<file path="config.mk">
export PLATFORM = sky130hd
export DESIGN_NAME = sha256_message_hasher
export DESIGN_NICKNAME = d
export VERILOG_FILES = /design/src/rtl/core/smh_pkg.sv /design/src/rtl/core/sha256_message_hasher.sv
export SDC_FILE = /design/constraint.sdc
export NUM_CORES = 2
export LEC_CHECK = 0
export BUFFER_PORTS_ARGS = -buffer_cell sky130_fd_sc_hd__buf_2
export CORE_MARGIN = 4
export CORE_UTILIZATION = 45
export CTS_BUF_LIST = sky130_fd_sc_hd__clkbuf_2
export DETAILED_ROUTE_END_ITERATION = 8
export PLACE_DENSITY = 0.58
export SLEW_MARGIN = 40
export SYNTH_ARGS = -nofsm -noshare
export SYNTH_HDL_FRONTEND = slang
export SYNTH_SLANG_ARGS = --single-unit
</file>
<file path="constraint.sdc">
create_clock -name clk -period 55.6 [get_ports clk]
set_input_delay 16.68 -clock clk [delete_from_list [all_inputs] [get_ports clk]]
set_output_delay 16.68 -clock clk [all_outputs]
set_load 0.005 [all_outputs]
</file>
<file path="src/rtl/core/smh_pkg.sv">
// smh_pkg: types, constants and round functions for the sha-256 message hasher
// no dependencies; imported by sha256_message_hasher and its testbench
`default_nettype none

package smh_pkg;

    typedef enum logic [2:0]
    {
        ST_IDLE,
        ST_ROUND,
        ST_FOLD,
        ST_PAD,
        ST_EMIT
    } smh_state_t;

    localparam logic [7:0] PAD_MARK   = 8'h80;
    localparam logic [5:0] LENGTH_POS = 6'd56;
    localparam logic [5:0] LAST_BYTE  = 6'd63;
    localparam logic [5:0] LAST_ROUND = 6'd63;
    localparam logic [2:0] LAST_WORD  = 3'd7;

    localparam logic [31:0] INIT_HASH [8] = '{
        32'h6a09e667, 32'hbb67ae85, 32'h3c6ef372, 32'ha54ff53a,
        32'h510e527f, 32'h9b05688c, 32'h1f83d9ab, 32'h5be0cd19
    };

    localparam logic [31:0] ROUND_K [64] = '{
        32'h428a2f98, 32'h71374491, 32'hb5c0fbcf, 32'he9b5dba5,
        32'h3956c25b, 32'h59f111f1, 32'h923f82a4, 32'hab1c5ed5,
        32'hd807aa98, 32'h12835b01, 32'h243185be, 32'h550c7dc3,
        32'h72be5d74, 32'h80deb1fe, 32'h9bdc06a7, 32'hc19bf174,
        32'he49b69c1, 32'hefbe4786, 32'h0fc19dc6, 32'h240ca1cc,
        32'h2de92c6f, 32'h4a7484aa, 32'h5cb0a9dc, 32'h76f988da,
        32'h983e5152, 32'ha831c66d, 32'hb00327c8, 32'hbf597fc7,
        32'hc6e00bf3, 32'hd5a79147, 32'h06ca6351, 32'h14292967,
        32'h27b70a85, 32'h2e1b2138, 32'h4d2c6dfc, 32'h53380d13,
        32'h650a7354, 32'h766a0abb, 32'h81c2c92e, 32'h92722c85,
        32'ha2bfe8a1, 32'ha81a664b, 32'hc24b8b70, 32'hc76c51a3,
        32'hd192e819, 32'hd6990624, 32'hf40e3585, 32'h106aa070,
        32'h19a4c116, 32'h1e376c08, 32'h2748774c, 32'h34b0bcb5,
        32'h391c0cb3, 32'h4ed8aa4a, 32'h5b9cca4f, 32'h682e6ff3,
        32'h748f82ee, 32'h78a5636f, 32'h84c87814, 32'h8cc70208,
        32'h90befffa, 32'ha4506ceb, 32'hbef9a3f7, 32'hc67178f2
    };

    function automatic logic [31:0] rotr(input logic [31:0] x, input int unsigned n);
        return (x >> n) | (x << (32 - n));
    endfunction

    function automatic logic [31:0] big_sig0(input logic [31:0] x);
        return rotr(x, 2) ^ rotr(x, 13) ^ rotr(x, 22);
    endfunction

    function automatic logic [31:0] big_sig1(input logic [31:0] x);
        return rotr(x, 6) ^ rotr(x, 11) ^ rotr(x, 25);
    endfunction

    function automatic logic [31:0] sml_sig0(input logic [31:0] x);
        return rotr(x, 7) ^ rotr(x, 18) ^ (x >> 3);
    endfunction

    function automatic logic [31:0] sml_sig1(input logic [31:0] x);
        return rotr(x, 17) ^ rotr(x, 19) ^ (x >> 10);
    endfunction

    function automatic logic [31:0] choose(input logic [31:0] e, input logic [31:0] f,
                                           input logic [31:0] g);
        return (e & f) ^ (~e & g);
    endfunction

    function automatic logic [31:0] majority(input logic [31:0] a, input logic [31:0] b,
                                             input logic [31:0] c);
        return (a & b) ^ (a & c) ^ (b & c);
    endfunction

endpackage

`default_nettype wire

</file>
<file path="src/rtl/core/sha256_message_hasher.sv">
// sha256_message_hasher: byte-serial sha-256 with in-block padding and digest readout
// depends on smh_pkg (state type, round constants, initial hash, round functions)
`default_nettype none

//  channel | direction | handshake            | payload
//  --------+-----------+----------------------+------------------------------------------
//  in      | to block  | in_valid / in_stall  | msg_byte, byte_present, end_of_message
//  out     | from block| out_valid / out_stall| digest_word, word_number, last_word
//
//  a word without end of message is taken while idle; a byte that completes a 64-byte block
//  starts 64 rounds and then a fold of the result into the chaining words
//  the end-of-message word shifts in padding one byte per cycle outside compression (up to 64,
//  or up to 72 with a second block); each block is compressed, then 8 digest words follow
//  the single round unit (one sha-256 round per cycle) sets the block rate
//  rst_n clears the control state and loads the initial hash; in_stall is high from the
//  first busy cycle until the last digest word is taken, and out_stall only holds readout

module sha256_message_hasher
    import smh_pkg::*;
(
    input  wire logic        clk,
    input  wire logic        rst_n,
    input  wire logic        in_valid,
    output logic             in_stall,
    input  wire logic [7:0]  msg_byte,
    input  wire logic        byte_present,
    input  wire logic        end_of_message,
    output logic             out_valid,
    input  wire logic        out_stall,
    output logic [31:0]      digest_word,
    output logic [2:0]       word_number,
    output logic             last_word
);

    smh_state_t  state_reg, state_next;
    logic [5:0]  fill_reg, fill_next;        // bytes waiting in the block
    logic [63:0] bits_reg, bits_next;        // message length in bits, wraps
    logic [5:0]  round_reg, round_next;
    logic [2:0]  wcnt_reg, wcnt_next;        // digest word being shown
    logic        fin_reg, fin_next;          // end of message seen, padding under way
    logic        mark_reg, mark_next;        // 0x80 already shifted in
    logic        lblk_reg, lblk_next;        // current block carries the length
    logic [31:0] chain_reg [8];
    logic [31:0] chain_next [8];
    logic [31:0] work_reg [8];               // a..h
    logic [31:0] work_next [8];
    logic [31:0] sched_reg [16];             // block words, then schedule window
    logic [31:0] sched_next [16];

    logic [31:0] sched_byte [16];
    logic [31:0] sched_round [16];
    logic [7:0]  byte_in;
    logic [7:0]  pad_byte;
    logic [2:0]  len_sel;
    logic [31:0] t1;
    logic [31:0] t2;
    logic [31:0] w_new;

    // next padding byte: mark, then zeros, then the big-endian length in the final block
    always_comb
    begin
        len_sel = LAST_WORD - fill_reg[2:0];
        if (!mark_reg)
        begin
            pad_byte = PAD_MARK;
        end
        else if (lblk_reg && (fill_reg >= LENGTH_POS))
        begin
            pad_byte = bits_reg[{len_sel, 3'b000} +: 8];
        end
        else
        begin
            pad_byte = 8'h00;
        end
        byte_in = (state_reg == ST_PAD) ? pad_byte : msg_byte;
    end

    // bytes enter at the low end, so after 64 of them word 0 holds bytes 0..3
    always_comb
    begin
        for (int i = 0; i < 15; i++)
        begin
            sched_byte[i] = {sched_reg[i][23:0], sched_reg[i+1][31:24]};
        end
        sched_byte[15] = {sched_reg[15][23:0], byte_in};
    end

    // round datapath: word for this round sits in slot 0
    always_comb
    begin
        w_new = sml_sig1(sched_reg[14]) + sched_reg[9] + sml_sig0(sched_reg[1]) + sched_reg[0];
        for (int i = 0; i < 15; i++)
        begin
            sched_round[i] = sched_reg[i+1];
        end
        sched_round[15] = w_new;
        t1 = work_reg[7] + big_sig1(work_reg[4]) + choose(work_reg[4], work_reg[5], work_reg[6])
             + ROUND_K[round_reg] + sched_reg[0];
        t2 = big_sig0(work_reg[0]) + majority(work_reg[0], work_reg[1], work_reg[2]);
    end

    // sequencer
    always_comb
    begin
        state_next = state_reg;
        fill_next  = fill_reg;
        bits_next  = bits_reg;
        round_next = round_reg;
        wcnt_next  = wcnt_reg;
        fin_next   = fin_reg;
        mark_next  = mark_reg;
        lblk_next  = lblk_reg;
        chain_next = chain_reg;
        work_next  = work_reg;
        sched_next = sched_reg;

        case (state_reg)
            ST_IDLE:
            begin
                if (in_valid)
                begin
                    if (byte_present)
                    begin
                        sched_next = sched_byte;
                        fill_next  = fill_reg + 6'd1;
                        bits_next  = bits_reg + 64'd8;
                    end
                    if (end_of_message)
                    begin
                        fin_next = 1'b1;
                    end
                    if (byte_present && (fill_reg == LAST_BYTE))
                    begin
                        state_next = ST_ROUND;
                        work_next  = chain_reg;
                        round_next = '0;
                    end
                    else if (end_of_message)
                    begin
                        state_next = ST_PAD;
                    end
                end
            end

            ST_PAD:
            begin
                sched_next = sched_byte;
                fill_next  = fill_reg + 6'd1;
                if (!mark_reg)
                begin
                    mark_next = 1'b1;
                    lblk_next = (fill_reg < LENGTH_POS);
                end
                if (fill_reg == LAST_BYTE)
                begin
                    state_next = ST_ROUND;
                    work_next  = chain_reg;
                    round_next = '0;
                end
            end

            ST_ROUND:
            begin
                work_next[7] = work_reg[6];
                work_next[6] = work_reg[5];
                work_next[5] = work_reg[4];
                work_next[4] = work_reg[3] + t1;
                work_next[3] = work_reg[2];
                work_next[2] = work_reg[1];
                work_next[1] = work_reg[0];
                work_next[0] = t1 + t2;
                sched_next   = sched_round;
                round_next   = round_reg + 6'd1;
                if (round_reg == LAST_ROUND)
                begin
                    state_next = ST_FOLD;
                end
            end

            ST_FOLD:
            begin
                for (int i = 0; i < 8; i++)
                begin
                    chain_next[i] = chain_reg[i] + work_reg[i];
                end
                if (!fin_reg)
                begin
                    state_next = ST_IDLE;
                end
                else if (mark_reg && lblk_reg)
                begin
                    state_next = ST_EMIT;
                    wcnt_next  = '0;
                end
                else
                begin
                    // mark already in a block too full for the length: next block holds it
                    if (mark_reg)
                    begin
                        lblk_next = 1'b1;
                    end
                    state_next = ST_PAD;
                end
            end

            ST_EMIT:
            begin
                if (!out_stall)
                begin
                    wcnt_next = wcnt_reg + 3'd1;
                    if (wcnt_reg == LAST_WORD)
                    begin
                        state_next = ST_IDLE;
                        chain_next = INIT_HASH;
                        bits_next  = '0;
                        fin_next   = 1'b0;
                        mark_next  = 1'b0;
                        lblk_next  = 1'b0;
                    end
                end
            end

            default:
            begin
                state_next = ST_IDLE;
            end
        endcase
    end

    always_ff @(posedge clk or negedge rst_n)
    begin
        if (!rst_n)
        begin
            state_reg <= ST_IDLE;
            fill_reg  <= '0;
            bits_reg  <= '0;
            round_reg <= '0;
            wcnt_reg  <= '0;
            fin_reg   <= 1'b0;
            mark_reg  <= 1'b0;
            lblk_reg  <= 1'b0;
            chain_reg <= INIT_HASH;
        end
        else
        begin
            state_reg <= state_next;
            fill_reg  <= fill_next;
            bits_reg  <= bits_next;
            round_reg <= round_next;
            wcnt_reg  <= wcnt_next;
            fin_reg   <= fin_next;
            mark_reg  <= mark_next;
            lblk_reg  <= lblk_next;
            chain_reg <= chain_next;
        end
    end

    // datapath registers, no reset needed
    always_ff @(posedge clk)
    begin
        work_reg  <= work_next;
        sched_reg <= sched_next;
    end

    assign in_stall    = (state_reg != ST_IDLE);
    assign out_valid   = (state_reg == ST_EMIT);
    assign digest_word = chain_reg[wcnt_reg];
    assign word_number = wcnt_reg;
    assign last_word   = (wcnt_reg == LAST_WORD);

    // compression only ever runs on a complete block
    a_round_full_block: assert property (@(posedge clk) disable iff (!rst_n)
        (state_reg == ST_ROUND) |-> (fill_reg == '0))
        else $error("compression started with a partial block");

    a_round_advance: assert property (@(posedge clk) disable iff (!rst_n)
        (state_reg == ST_ROUND) && (round_reg != LAST_ROUND)
        |=> (state_reg == ST_ROUND) && (round_reg == $past(round_reg) + 6'd1))
        else $error("round counter skipped or compression left early");

    a_last_round_folds: assert property (@(posedge clk) disable iff (!rst_n)
        (state_reg == ST_ROUND) && (round_reg == LAST_ROUND) |=> (state_reg == ST_FOLD))
        else $error("last round not followed by fold");

    a_restart_clean: assert property (@(posedge clk) disable iff (!rst_n)
        out_valid && !out_stall && last_word
        |=> (state_reg == ST_IDLE) && (bits_reg == '0) && (fill_reg == '0)
            && (chain_reg[0] == INIT_HASH[0]) && !fin_reg)
        else $error("hasher not reinitialized after last digest word");

endmodule

`default_nettype wire

</file>
==> flow_summary_export.csv <==
group,metric,value,unit
floorplan,rows,151,
timing,skew,0.1873,ns
worst_setup_path,cp_top_family,"multiplexers",
placement,place_area,78710,um^2
floorplan,fp.dieW,420.2,um
min_path,hold_class,"reg -> reg",
grt,grt_max_degree,163,
drt,antenna_left,0,
timing,max_freq,47.47,MHz
cts,cts_tree,"done",
drt,drc,0,
cts,cts.sinks,1106,
drt,viasPerCell,5.759,
drt,dr.pass1.iters,6,
cts,cts-root-buf,"clkbuf_2",
drt,drtIter0Drc,6738,
timing,whs,0.3994,ns
finish,fin_nets,9015,
yosys,synth_top_cells_by_area,"edfxtp_1, nand2_1, dfrtp_1",
finish,fin_area,81570,um^2
yosys,ys_types,104,
floorplan,start_util,0.4522,
cts,clk_pin_slew_worst_paths,0.09,ns
drt,via_count,62460,
timing,maxSlewViolCount,0,
cts,ctsHoldBuffers,0,
cts,clockBufferDepth,4,
yosys,ys_warn_count,0,
timing,rsz0062_at_grt,"false",
timing,tightestPinTransition,1.268,ns
worst_setup_path,slowest_delay,0.83,ns
worst_setup_path,cpMaxStageDelayCell,"dfrtp_4",
floorplan,io_pins,52,
grt,grt_overflow,0,
timing,worst_slew_margin_rel,0.1548,
min_path,hold-path-cell-count,2,
worst_setup_path,reg2reg_to,"work_reg[255]",
drt,wire_per_inst,23.21,um
yosys,synth_most_common_cell,"nand2_1",
yosys,ys_ff_latch,1106,
timing,tns,0,ns
timing,finalCritPeriodShare,0.3789,
worst_setup_path,regToRegSetupSlack,44.96,ns
worst_setup_path,crit_path_end_kind,"primary output",
drt,wl,251700,um
floorplan,dieHeight,420.2,um
worst_setup_path,path_cells,"buf_6, mux4_2, mux2_2, buf_2",
worst_setup_path,crit_end,"digest_word[26]",
timing,period_minus_slack,21.06,ns
yosys,yosysSeqAreaShare,0.4144,
timing,finalHoldViolCount,0,
cts,numCtsBuffers,327,
worst_setup_path,required,38.92,ns
yosys,synth_largest_area_cell,"edfxtp_1",
timing,setup_viol,0,
yosys,syn_inst,8404,
yosys,netlist.area_leader.share,0.3016,
yosys,synth_edf_count,768,
yosys,avgSynthCellArea,9.099,um^2
cts,htree_levels,5,
cts,clk_latency,1.88,ns
worst_setup_path,cp_num_buf_inv,2,
placement,numPortBuffers,51,
worst_setup_path,critPathKind,"reg -> out",
placement,dp_hpwl,180100,um
cts,post_cts_resized,0,
floorplan,dieArea,176600,um^2
finish,area_growth,6.668,%
cts,post-cts-setup-buffers,0,
yosys,syn-num-nets,9014,
finish,largest_register_ffs,504,
job,max_cap_violations,0,
finish,drive_gt1_frac,0.1147,
worst_setup_path,crit_fanout,37,
worst_setup_path,worst_ep_arrival_time,4.38,ns
floorplan,core_area,169100,um^2
yosys,netlist_area,76470,um^2
placement,gp_congestion,0.9442,
finish,nFillCells,16209,
yosys,synth_ff_type,"edfxtp_1",
yosys,yosys-top-cells-count,"nand2_1, edfxtp_1, o21ai_0, inv_1, a21oi_1",
worst_setup_path,cp-startpoint,"word_number[0]",
grt,grt.total_usage,0.2810,
worst_setup_path,reg2regPathDepth,33,
grt,grt_pass1_wl,374300,um
status,status,"finished clean",
worst_setup_path,timing.rr.start,"round_reg[1]",
grt,grt_pass1_vias,59575,
grt,antenna_found_initial,9,
yosys,synthArstFlopShare,0.3056,
worst_setup_path,path_depth,4,
worst_setup_path,cp-start-kind,"flip-flop",
per-layer routing:
metal,wire length [um],share of wire,vias up,GRT usage
met1,112400,0.45,30258,0.4137
met3,23690,0.094,496,0.05875
li1,-,-,28972,-
met2,104800,0.42,2734,0.4024
met4,10820,0.043,0,0.1135
met5,0,0,-,0
kinds of logic (layout without fill, tap and decap cells):
| kind of cell | Yosys count | after routing | share of synthesized area |
|---|---|---|---|
| multiplexers | 175 | 175 | 0.03736 |
| buffers and inverters | 969 | 1188 | 0.04783 |
| AND/OR/NAND/NOR | 3206 | 3206 | 0.1732 |
| flip-flops | 1106 | 1106 | 0.4144 |
| AO/OA/AOI/OAI | 1734 | 1734 | 0.1393 |
| other | 0 | 5 | 0 |
| adder cells (fa/ha/maj) | 599 | 599 | 0.1173 |
| XOR/XNOR | 615 | 615 | 0.07062 |
tightest hold or removal path: stages, from the launching register on:
cell and delay, ns:
edfxtp_1 0.35, nand2_1 0.05, nand2_1 0.06
through the flow:
stage / setup WS, ns / cells / utilization
final: 34.54 / 10846 / 0.4824
after global routing: 34.19 / 10844 / 0.4823
after CTS: 33.97 / 10839 / 0.4818
after detailed placement: 36.02 / 10292 / 0.4655
after global placement: 35.49 / 10287 / 0.4639
after floorplan: 16.26 / 8404 / -
cells in the final DEF, fill, tap and decap left out, types with 19 or more instances in the layout:
cell type  count
xor2_1       284
o211ai_1      28
o22ai_1       20
nor2_1       349
edfxtp_1     768
xnor2_1      316
buf_2         51
mux4_2        82
a31oi_1       43
a21oi_1      457
mux2_2        63
o21bai_1      55
a211oi_1      55
nand2_1     2281
or3_1         45
dfrtp_1      194
clkbuf_2     488
o21ai_0      589
mux2i_1       30
clkinv_1      49
fa_1         197
o31ai_1       29
and3_1        56
nand2b_1      73
nor2b_1       40
dfstp_2      136
nand3_1      140
ha_1         399
inv_1        513
a21o_1       197
buf_6         19
nor3_1       110
buf_4         41
o21a_1        56
nand4_1       32
cell type report:
class	instances	area (um^2)	share of cell area
multi-input combinational	6329	41320	0.5066
sequential	1106	31710	0.3888
tap	2218	2775	0.03402
clock buffer	488	2442	0.02994
inverter	517	1941	0.02379
timing repair buffer	124	1055	0.01293
clock inverter	59	311.5	0.003820
antenna	5	12.51	0.0001534
worst min path at each step:
stage / end / slack (ns) / start
after floorplan: fill_reg[5] / 0.43 / fill_reg[5]
after global placement: fill_reg[5] / 0.46 / fill_reg[5]
after detailed placement: fill_reg[5] / 0.45 / fill_reg[5]
after CTS: sched_byte[49] / 0.37 / sched_byte[17]
after global routing: sched_byte[49] / 0.42 / sched_byte[17]
final: sched_byte[191] / 0.40 / sched_byte[159]
Power is not shown: default switching activity piles up to over one toggle a cycle in this logic, so the estimate is an artifact.
